## config.mk

```make
export PLATFORM = sky130hd
export DESIGN_NAME = voltage_window_blink_code_sequencer_core
export DESIGN_NICKNAME = d
export VERILOG_FILES = /design/src/hdl/vwbc_pkg.sv /design/src/hdl/voltage_window_blink_code_sequencer_core.sv /design/src/hdl/vwbc_table.sv
export SDC_FILE = /design/constraint.sdc
export NUM_CORES = 1
export LEC_CHECK = 0
export BUFFER_PORTS_ARGS = -buffer_cell sky130_fd_sc_hd__buf_2
export CELL_PAD_IN_SITES_DETAIL_PLACEMENT = 1
export CELL_PAD_IN_SITES_GLOBAL_PLACEMENT = 1
export CORE_AREA = 4 4 218 220
export CTS_CLUSTER_DIAMETER = 80
export DETAILED_ROUTE_END_ITERATION = 6
export DIE_AREA = 0 0 222 224
export GPL_TIMING_DRIVEN = 0
export PLACE_DENSITY = 0.61
export SYNTH_ARGS = -nofsm -noshare
export SYNTH_HDL_FRONTEND = slang
export SYNTH_HIERARCHICAL = 1
export SYNTH_SLANG_ARGS = --single-unit
```

## constraint.sdc

```tcl
create_clock -name aclk -period 6.91 [get_ports aclk]
set_input_delay 0.691 -clock aclk [delete_from_list [all_inputs] [get_ports aclk]]
set_output_delay 0.691 -clock aclk [all_outputs]
set_load 0.005 [all_outputs]
```

## src/hdl/vwbc_pkg.sv

```systemverilog
// shared types and constants for the voltage window blink code sequencer
// no dependencies

package vwbc_pkg;

    localparam int VOLT_W   = 16;
    localparam int BLINK_W  = 8;
    localparam int LEVEL_W  = 8;
    localparam int TICK_W   = 8;
    localparam int EIDX_W   = 3;
    localparam int CFG_IDX_W  = 3;
    localparam int CFG_DATA_W = 16;

    localparam logic OP_TICK = 1'b0;
    localparam logic OP_LOAD = 1'b1;

    localparam logic [CFG_IDX_W-1:0] CFG_WINDOW_WIDTH = 3'd0;
    localparam logic [CFG_IDX_W-1:0] CFG_BASE_LEVEL   = 3'd1;
    localparam logic [CFG_IDX_W-1:0] CFG_FLASH_LEVEL  = 3'd2;
    localparam logic [CFG_IDX_W-1:0] CFG_ON_TICKS     = 3'd3;
    localparam logic [CFG_IDX_W-1:0] CFG_GAP_TICKS    = 3'd4;
    localparam logic [CFG_IDX_W-1:0] CFG_PAUSE_TICKS  = 3'd5;

    typedef struct packed {
        logic [VOLT_W-1:0]  threshold;
        logic [BLINK_W-1:0] blinks;
    } tbl_entry_t;

    typedef enum logic [1:0] {
        ST_IDLE,
        ST_SCAN,
        ST_FIN
    } seq_state_t;

endpackage

```

## src/hdl/voltage_window_blink_code_sequencer_core.sv

```systemverilog
// Voltage window blink code sequencer. A load request or a tick without a sample goes from
// acceptance to the finish state, where its result is registered once the output is free.
// A tick with a sample first scans the table. The position of the first matching entry sets
// how long the scan runs, because the lookup reads the table memory one entry per cycle and
// stops at the first match or at the last entry.
// One request is in work at a time. The next request is accepted while a result still
// waits in the output register. A request whose result is ready while the previous one is
// still waiting stays in its final cycle until that one is taken.
// The table is cleared at reset through per-entry valid bits, so no clearing pass runs.
// depends on vwbc_pkg and vwbc_table

module voltage_window_blink_code_sequencer_core #(
    parameter int TABLE_ENTRIES = 8
) (
    input  logic                               aclk,
    input  logic                               aresetn,
    input  logic                               cfg_we,
    input  logic [vwbc_pkg::CFG_IDX_W-1:0]     cfg_addr,
    input  logic [vwbc_pkg::CFG_DATA_W-1:0]    cfg_wdata,
    input  logic                               s_valid,
    output logic                               s_ready,
    input  logic                               s_opcode,
    input  logic                               s_sample_valid,
    input  logic [vwbc_pkg::VOLT_W-1:0]        s_voltage,
    input  logic [vwbc_pkg::EIDX_W-1:0]        s_entry_index,
    input  logic [vwbc_pkg::VOLT_W-1:0]        s_entry_threshold,
    input  logic [vwbc_pkg::BLINK_W-1:0]       s_entry_blinks,
    output logic                               m_valid,
    input  logic                               m_ready,
    output logic [vwbc_pkg::LEVEL_W-1:0]       m_drive_value,
    output logic                               m_flashing,
    output logic [vwbc_pkg::BLINK_W-1:0]       m_current_blinks
);
    import vwbc_pkg::*;

    localparam int IdxW = (TABLE_ENTRIES > 1) ? $clog2(TABLE_ENTRIES) : 1;
    localparam logic [IdxW-1:0] LastIdx = IdxW'(TABLE_ENTRIES - 1);
    localparam int ExtW = 7;

    // configuration registers
    logic [VOLT_W-1:0]  window_width_reg;
    logic [LEVEL_W-1:0] base_level_reg;
    logic [LEVEL_W-1:0] flash_level_reg;
    logic [TICK_W-1:0]  on_ticks_reg;
    logic [TICK_W-1:0]  gap_ticks_reg;
    logic [TICK_W-1:0]  pause_ticks_reg;

    always_ff @(posedge aclk) begin
        if (!aresetn) begin
            window_width_reg <= '0;
            base_level_reg   <= '0;
            flash_level_reg  <= '1;
            on_ticks_reg     <= '0;
            gap_ticks_reg    <= '0;
            pause_ticks_reg  <= '0;
        end else if (cfg_we) begin
            unique case (cfg_addr)
                CFG_WINDOW_WIDTH: window_width_reg <= cfg_wdata;
                CFG_BASE_LEVEL:   base_level_reg   <= cfg_wdata[LEVEL_W-1:0];
                CFG_FLASH_LEVEL:  flash_level_reg  <= cfg_wdata[LEVEL_W-1:0];
                CFG_ON_TICKS:     on_ticks_reg     <= cfg_wdata[TICK_W-1:0];
                CFG_GAP_TICKS:    gap_ticks_reg    <= cfg_wdata[TICK_W-1:0];
                CFG_PAUSE_TICKS:  pause_ticks_reg  <= cfg_wdata[TICK_W-1:0];
                default: ;
            endcase
        end
    end

    // captured request
    logic               op_reg;
    logic               sample_reg;
    logic [VOLT_W-1:0]  voltage_reg;
    logic [EIDX_W-1:0]  eidx_reg;
    tbl_entry_t         entry_reg;

    // sequencer and scan state
    seq_state_t         state_reg, state_next;
    logic [IdxW-1:0]    scan_idx_reg;
    logic [IdxW-1:0]    chk_idx_reg;
    logic               chk_valid_reg;
    logic [BLINK_W-1:0] lu_blinks_reg;

    // pattern state
    logic [BLINK_W-1:0] blink_total_reg, blink_total_next;
    logic [BLINK_W-1:0] blink_pos_reg, blink_pos_next;
    logic               flash_active_reg, flash_active_next;
    logic [TICK_W-1:0]  ticks_left_reg, ticks_left_next;
    logic               level_flash_reg, level_flash_next;

    // output register
    logic               m_valid_reg;
    logic [LEVEL_W-1:0] drive_reg;
    logic               flashing_reg;
    logic [BLINK_W-1:0] cur_blinks_reg;

    logic               accept;
    logic               out_free;
    logic               fin_load;
    logic               tbl_we;
    logic [IdxW-1:0]    rd_addr;
    tbl_entry_t         rd_data;
    logic [ExtW-1:0]    eidx_ext;
    logic               idx_ok;
    logic [VOLT_W-1:0]  span;
    logic               match;
    logic               scan_done;

    assign accept   = s_valid && s_ready;
    assign out_free = !m_valid_reg || m_ready;
    assign eidx_ext = ExtW'(eidx_reg);
    assign idx_ok   = eidx_ext < ExtW'(TABLE_ENTRIES);

    vwbc_table #(
        .ENTRIES (TABLE_ENTRIES)
    ) u_table (
        .aclk    (aclk),
        .aresetn (aresetn),
        .wr_en   (tbl_we),
        .wr_addr (IdxW'(eidx_ext)),
        .wr_data (entry_reg),
        .rd_addr (rd_addr),
        .rd_data (rd_data)
    );

    // window check: v <= top and top - v <= width
    assign span      = rd_data.threshold - voltage_reg;
    assign match     = (voltage_reg <= rd_data.threshold) && (span <= window_width_reg);
    assign scan_done = chk_valid_reg && (match || (chk_idx_reg == LastIdx));

    always_comb begin
        state_next = state_reg;
        unique case (state_reg)
            ST_IDLE: begin
                if (s_valid) begin
                    if (s_opcode == OP_TICK && s_sample_valid) begin
                        state_next = ST_SCAN;
                    end else begin
                        state_next = ST_FIN;
                    end
                end
            end
            ST_SCAN: begin
                if (scan_done) begin
                    state_next = ST_FIN;
                end
            end
            ST_FIN: begin
                if (out_free) begin
                    state_next = ST_IDLE;
                end
            end
            default: state_next = ST_IDLE;
        endcase
    end

    always_comb begin
        s_ready  = 1'b0;
        fin_load = 1'b0;
        rd_addr  = scan_idx_reg;
        unique case (state_reg)
            ST_IDLE: s_ready  = 1'b1;
            ST_SCAN: rd_addr  = scan_idx_reg;
            ST_FIN:  fin_load = out_free;
            default: ;
        endcase
    end

    // table writes happen only while no scan runs, so reads never overlap them
    assign tbl_we = fin_load && (op_reg == OP_LOAD) && idx_ok;

    always_ff @(posedge aclk) begin
        if (!aresetn) begin
            state_reg     <= ST_IDLE;
            chk_valid_reg <= 1'b0;
        end else begin
            state_reg <= state_next;
            if (state_reg == ST_SCAN) begin
                chk_valid_reg <= !scan_done;
            end else begin
                chk_valid_reg <= 1'b0;
            end
        end
    end

    always_ff @(posedge aclk) begin
        if (accept) begin
            op_reg           <= s_opcode;
            sample_reg       <= s_sample_valid;
            voltage_reg      <= s_voltage;
            eidx_reg         <= s_entry_index;
            entry_reg.threshold <= s_entry_threshold;
            entry_reg.blinks    <= s_entry_blinks;
            scan_idx_reg     <= '0;
        end else if (state_reg == ST_SCAN && scan_idx_reg != LastIdx) begin
            scan_idx_reg <= scan_idx_reg + 1'b1;
        end
        chk_idx_reg <= scan_idx_reg;
        if (state_reg == ST_SCAN && scan_done) begin
            lu_blinks_reg <= match ? rd_data.blinks : '0;
        end
    end

    // on a tick: burst restart when a sample changes the count, then one pattern step
    always_comb begin
        blink_total_next  = blink_total_reg;
        blink_pos_next    = blink_pos_reg;
        flash_active_next = flash_active_reg;
        ticks_left_next   = ticks_left_reg;
        level_flash_next  = level_flash_reg;
        if (op_reg == OP_TICK) begin
            if (sample_reg && lu_blinks_reg != blink_total_reg) begin
                blink_total_next = lu_blinks_reg;
                blink_pos_next   = '0;
                if (lu_blinks_reg == '0) begin
                    flash_active_next = 1'b0;
                    ticks_left_next   = '0;
                    level_flash_next  = 1'b0;
                end else begin
                    flash_active_next = 1'b1;
                    ticks_left_next   = on_ticks_reg;
                    level_flash_next  = 1'b1;
                end
            end
            priority if (blink_total_next == '0) begin
                level_flash_next = 1'b0;
            end else if (ticks_left_next != '0) begin
                ticks_left_next = ticks_left_next - 1'b1;
            end else if (flash_active_next) begin
                flash_active_next = 1'b0;
                blink_pos_next    = blink_pos_next + 1'b1;
                level_flash_next  = 1'b0;
                ticks_left_next   = (blink_pos_next < blink_total_next) ?
                                    gap_ticks_reg : pause_ticks_reg;
            end else begin
                if (blink_pos_next >= blink_total_next) begin
                    blink_pos_next = '0;
                end
                flash_active_next = 1'b1;
                ticks_left_next   = on_ticks_reg;
                level_flash_next  = 1'b1;
            end
        end
    end

    always_ff @(posedge aclk) begin
        if (!aresetn) begin
            blink_total_reg  <= '0;
            blink_pos_reg    <= '0;
            flash_active_reg <= 1'b0;
            ticks_left_reg   <= '0;
            level_flash_reg  <= 1'b0;
            m_valid_reg      <= 1'b0;
        end else begin
            if (fin_load) begin
                blink_total_reg  <= blink_total_next;
                blink_pos_reg    <= blink_pos_next;
                flash_active_reg <= flash_active_next;
                ticks_left_reg   <= ticks_left_next;
                level_flash_reg  <= level_flash_next;
                m_valid_reg      <= 1'b1;
            end else if (m_ready) begin
                m_valid_reg <= 1'b0;
            end
        end
    end

    always_ff @(posedge aclk) begin
        if (fin_load) begin
            drive_reg      <= level_flash_next ? flash_level_reg : base_level_reg;
            flashing_reg   <= level_flash_next;
            cur_blinks_reg <= blink_total_next;
        end
    end

    assign m_valid          = m_valid_reg;
    assign m_drive_value    = drive_reg;
    assign m_flashing       = flashing_reg;
    assign m_current_blinks = cur_blinks_reg;

endmodule

```

## src/hdl/vwbc_table.sv

```systemverilog
// threshold/blink table: one synchronous memory with registered read
// per-entry valid bits cleared at reset, depends on vwbc_pkg

module vwbc_table #(
    parameter int ENTRIES = 8,
    localparam int IdxW = (ENTRIES > 1) ? $clog2(ENTRIES) : 1
) (
    input  logic                aclk,
    input  logic                aresetn,
    input  logic                wr_en,
    input  logic [IdxW-1:0]     wr_addr,
    input  vwbc_pkg::tbl_entry_t wr_data,
    input  logic [IdxW-1:0]     rd_addr,
    output vwbc_pkg::tbl_entry_t rd_data
);
    import vwbc_pkg::*;

    tbl_entry_t           mem [ENTRIES];
    logic [ENTRIES-1:0]   valid_reg;
    tbl_entry_t           rd_data_reg;
    logic                 rd_valid_reg;

    always_ff @(posedge aclk) begin
        if (wr_en) begin
            mem[wr_addr] <= wr_data;
        end
        rd_data_reg <= mem[rd_addr];
    end

    always_ff @(posedge aclk) begin
        if (!aresetn) begin
            valid_reg    <= '0;
            rd_valid_reg <= 1'b0;
        end else begin
            if (wr_en) begin
                valid_reg[wr_addr] <= 1'b1;
            end
            rd_valid_reg <= valid_reg[rd_addr];
        end
    end

    // never-written entries read as the cleared value
    assign rd_data = rd_valid_reg ? rd_data_reg : '0;

endmodule

```

==> metrics.md <==
| Metric | Value |
|---|---|
| Placed Instances | between 1500 and 2000 |
| Unrepaired setup endpoints after global routing | false |
| CP max stage cell | nor2_1 |
| Synth cell types | 80 |
| Setup-failing EPs final | 0 |
| All-Layer GR Usage | ~17% |
| Setup CP Type | register to register |
| Fill cell count | between 4000 and 5000 |
| CP delay by family, top | simple AND/OR/NAND/NOR gates |
| Area Overhead vs Synth | 17.4% |
| Resize count post-CTS | 0 |
| GPL Wtd Cong | roughly 0.82 |
| Fin Clk Skew | 0.0213 ns |
| Clock latency on the worst-skew pair | 0.59 ns |
| CTS tree | yes |
| Worst path bufs/invs | 3 |
| HPWL after detailed placement | 30200 um |
| Core Footprint | between 40000 and 50000 um2 |
| Worst-path cell chain | xnor2_1 > nand4_1 > o21ai_2 > buf_2 > buf_1 > nand2_1 > inv_1 > ha_1 > and4_1 > a31oi_1 > or2_2 > ha_1 > nor2_1 > nand2_1 > o211a_1 > nor2_1 > mux2i_1 > a21oi_1 > a311o_1 |
| Min cycle time layout | about 5.6 ns |
| # nets final | around 1500 |
| Pwr Density | about 320 nW/um2 |
| Rows | between 70 and 80 |
| Hold crit path type | input port to register |
| Post-CTS Hold Buffers | 0 |
| Worst r2r src | lu_blinks_reg[2] |
| CP startpoint | lu_blinks_reg[2] |
| Cells after Synth | roughly 1300 |
| Worst path depth | 19 |
| Slew @ Worst Pin | about 0.88 ns |
| Critical Path AT | 6.03 ns |
| Maximum clock insertion buffer count | 3 |
| CTS buffer count | 44 |
| Rel. slew slack | approximately 41% |
| Async set or reset register ratio after synthesis | 0% |
| Non-Filler Instances | roughly 2000 |
| Initial antenna violation count | 0 |
| Worst R2R Setup Slack | about 1.3 ns |
| Die width | 222 um |
| I/O pins | between 80 and 90 |
| Final period utilization | approximately four fifths |
| Slowest stage delay, CP | ~0.65 ns |
| Post-Syn Area | around 17000 um2 |
| CTS root buf | clkbuf_16 |
| Detail Route Antenna Nets | 0 |
| Yosys warnings | 6 |
| Mapped Nets | 1384 |
| R2r endpoint | ticks_left_reg[4] |
| Max FFs per register | around 190 |
| Total Wirelength | ~43000 um |
| Lkg Pwr | around 0.0074 uW |
| Crit-path max FO | 10 |
| Synth Flop Type | edfxtp_1 |
| Initial DRC Count | approximately 560 |
| Global route overflow | 0 |
| WHS | 0.277 ns |
| Vias | 10600 |
| Initial Util | between 30% and 40% |
| Share of the synthesized area in the top cell type | 46.0% |
| Area of the die | 49700 um2 |
| First-pass iteration count of the detailed router | 4 |
| Clock Pin Slew Worst Setup and Hold Paths | ~0.060 ns |
| Setup Fix Bufs, Post-CTS | 0 |
| Largest net degree at the start of global routing | 29 |
| Synth area leaders | edfxtp_1, dfxtp_1, mux4_1 |
| IO Port Bufs | 86 |
| CP Launch Type | register |
| Die H | 224 um |
| Worst setup EP type | register |
| Vias per cell | roughly 5.2 |
| Max H-tree Level | 2 |
| First-pass GRT wire length | 66700 um |
| Number of global-route vias before repair | ~11000 |
| Max-Cap Viols | 0 |
| Max Slew Vio Count | 0 |
| FF-to-FF path depth | 19 |
| Fmax | between 150 and 200 MHz |
| Required @ worst endpoint | around 7.4 ns |
| Diode count | 0 |
| Syn avg cell area | between 10 and 15 um2 |
| Status | finished, final reports clean |
| Hold Vio Cnt, Final | 0 |
| #FFs+latches synth | ~390 |
| Routed len/inst | between 20 and 25 um |
| Share of cells above drive strength 1 | between 10% and 20% |
| Post-synth EDFFs | 262 |
| Remaining DRCs | 0 |
| Sequential share of the synthesized area | between 60% and 70% |
| Clk sinks | roughly 390 |
| Crit path to | ticks_left_reg[4] |
| Leading area contributor after synthesis | edfxtp_1 |
| Maximum VDD drop | about 170 uV |
through the flow:
| step | TNS [ns] | util, % | setup WS, ns | cell area, um2 | power, uW |
|---|---|---|---|---|---|
| 6_report | 0 | 44.3 | 1.34 | 20100 | 6520 |
| 5_1_grt | 0 | 44.3 | 0.892 | 20100 | 6880 |
| 4_1_cts | 0 | 44.3 | 1.27 | 20100 | 6620 |
| 3_5_place_dp | 0 | 41.0 | 1.30 | 18600 | 4230 |
| 3_3_place_gp | -1.61 | 40.4 | -0.0699 | 18300 | 4180 |
| 2_1_floorplan | 0 | - | 2.56 | 17100 | 3770 |
worst reg2reg max path, delay by kind of cell, from the launching register on:
kind / cells / cell delay (ns)
and+or+nand+nor: 7 / 1.81
AOI/OAI and AO/OA: 5 / 1.25
buffers and inverters: 3 / 0.92
adders and majority gates: 2 / 0.48
DFF: 1 / 0.45
muxes: 1 / 0.36
xor gates and xnor gates: 1 / 0.18
worst min-delay path by stage:
| stage | depth (start not counted) | start | to | slack (ns) |
|---|---|---|---|---|
| global route | 1 | s_voltage[14] | voltage_reg[14] | 0.25 |
| floorplan | 0 | rd_addr[2] | chk_idx_reg[2] | 0.38 |
| detailed placement | 0 | rd_addr[2] | chk_idx_reg[2] | 0.40 |
| finish | 1 | s_voltage[12] | voltage_reg[12] | 0.28 |
| CTS | 1 | s_entry_index[1] | eidx_reg[1] | 0.24 |
| global placement | 0 | rd_addr[1] | chk_idx_reg[1] | 0.40 |
report_power, final:
part	switching (uW)	internal, uW
Sequential	97.8	2670
Clock	946	1420
Combinational	743	643
cells by family after synthesis:
logic type / share of synthesized area, %
buf+inv: 2.61
simple gates: 10.9
fa+ha+maj: 3.92
mux: 12.2
xor+xnor: 1.38
flops: 60.6
compound gates: 8.36
routing by layer:
metal  part of all wire (%)  GRT usage (%)
met5                      0              0
met4                    2.3           4.84
met3                    3.5           2.57
met2                     49           29.9
met1                     45           22.6
cells in the mapped netlist, drive strengths merged, types with 3 or more instances:
master,instances
a21boi,43
a21o,9
a21oi,36
a31oi,10
a32o,3
and2,42
and3,15
and4,5
buf,16
clkbuf,35
dfxtp,125
edfxtp,262
ha,52
inv,53
mux2,37
mux2i,35
mux4,49
nand2,151
nand2b,11
nand3,17
nand4,13
nor2,50
nor2b,18
nor3,16
nor3b,8
nor4,6
o211a,10
o211ai,6
o21a,14
o21ai,37
o311ai,3
o31ai,3
or2,4
or3,4
or4,3
xnor2,19
xor2,8
layout make-up:
| class | count | area, um2 | share of cell area [%] |
|---|---|---|---|
| plain buffers | 51 | 248 | 1.23 |
| clock buffers | 69 | 1340 | 6.67 |
| clock inverters | 12 | 158 | 0.785 |
| inverters | 53 | 199 | 0.991 |
| multi-input cells | 771 | 6350 | 31.6 |
| flip-flops and latches | 387 | 10400 | 51.7 |
| well taps | 600 | 751 | 3.74 |
| repair buffers | 100 | 664 | 3.31 |
cell usage in the layout (no fill, tap or decap), types with 17 or more instances in the layout:
| master | n |
|---|---|
| edfxtp_1 | 262 |
| nand2_1 | 151 |
| dfxtp_1 | 125 |
| buf_2 | 92 |
| inv_1 | 53 |
| ha_1 | 52 |
| mux4_1 | 47 |
| clkbuf_16 | 44 |
| clkbuf_1 | 43 |
| nor2_1 | 42 |
| a21boi_0 | 42 |
| and2_1 | 38 |
| mux2_2 | 36 |
| a21oi_1 | 35 |
| mux2i_1 | 32 |
| o21ai_0 | 32 |
| xnor2_1 | 19 |
| nor2b_1 | 18 |
| nand3_1 | 17 |
Note: power is estimated with default switching activity, not from simulation.
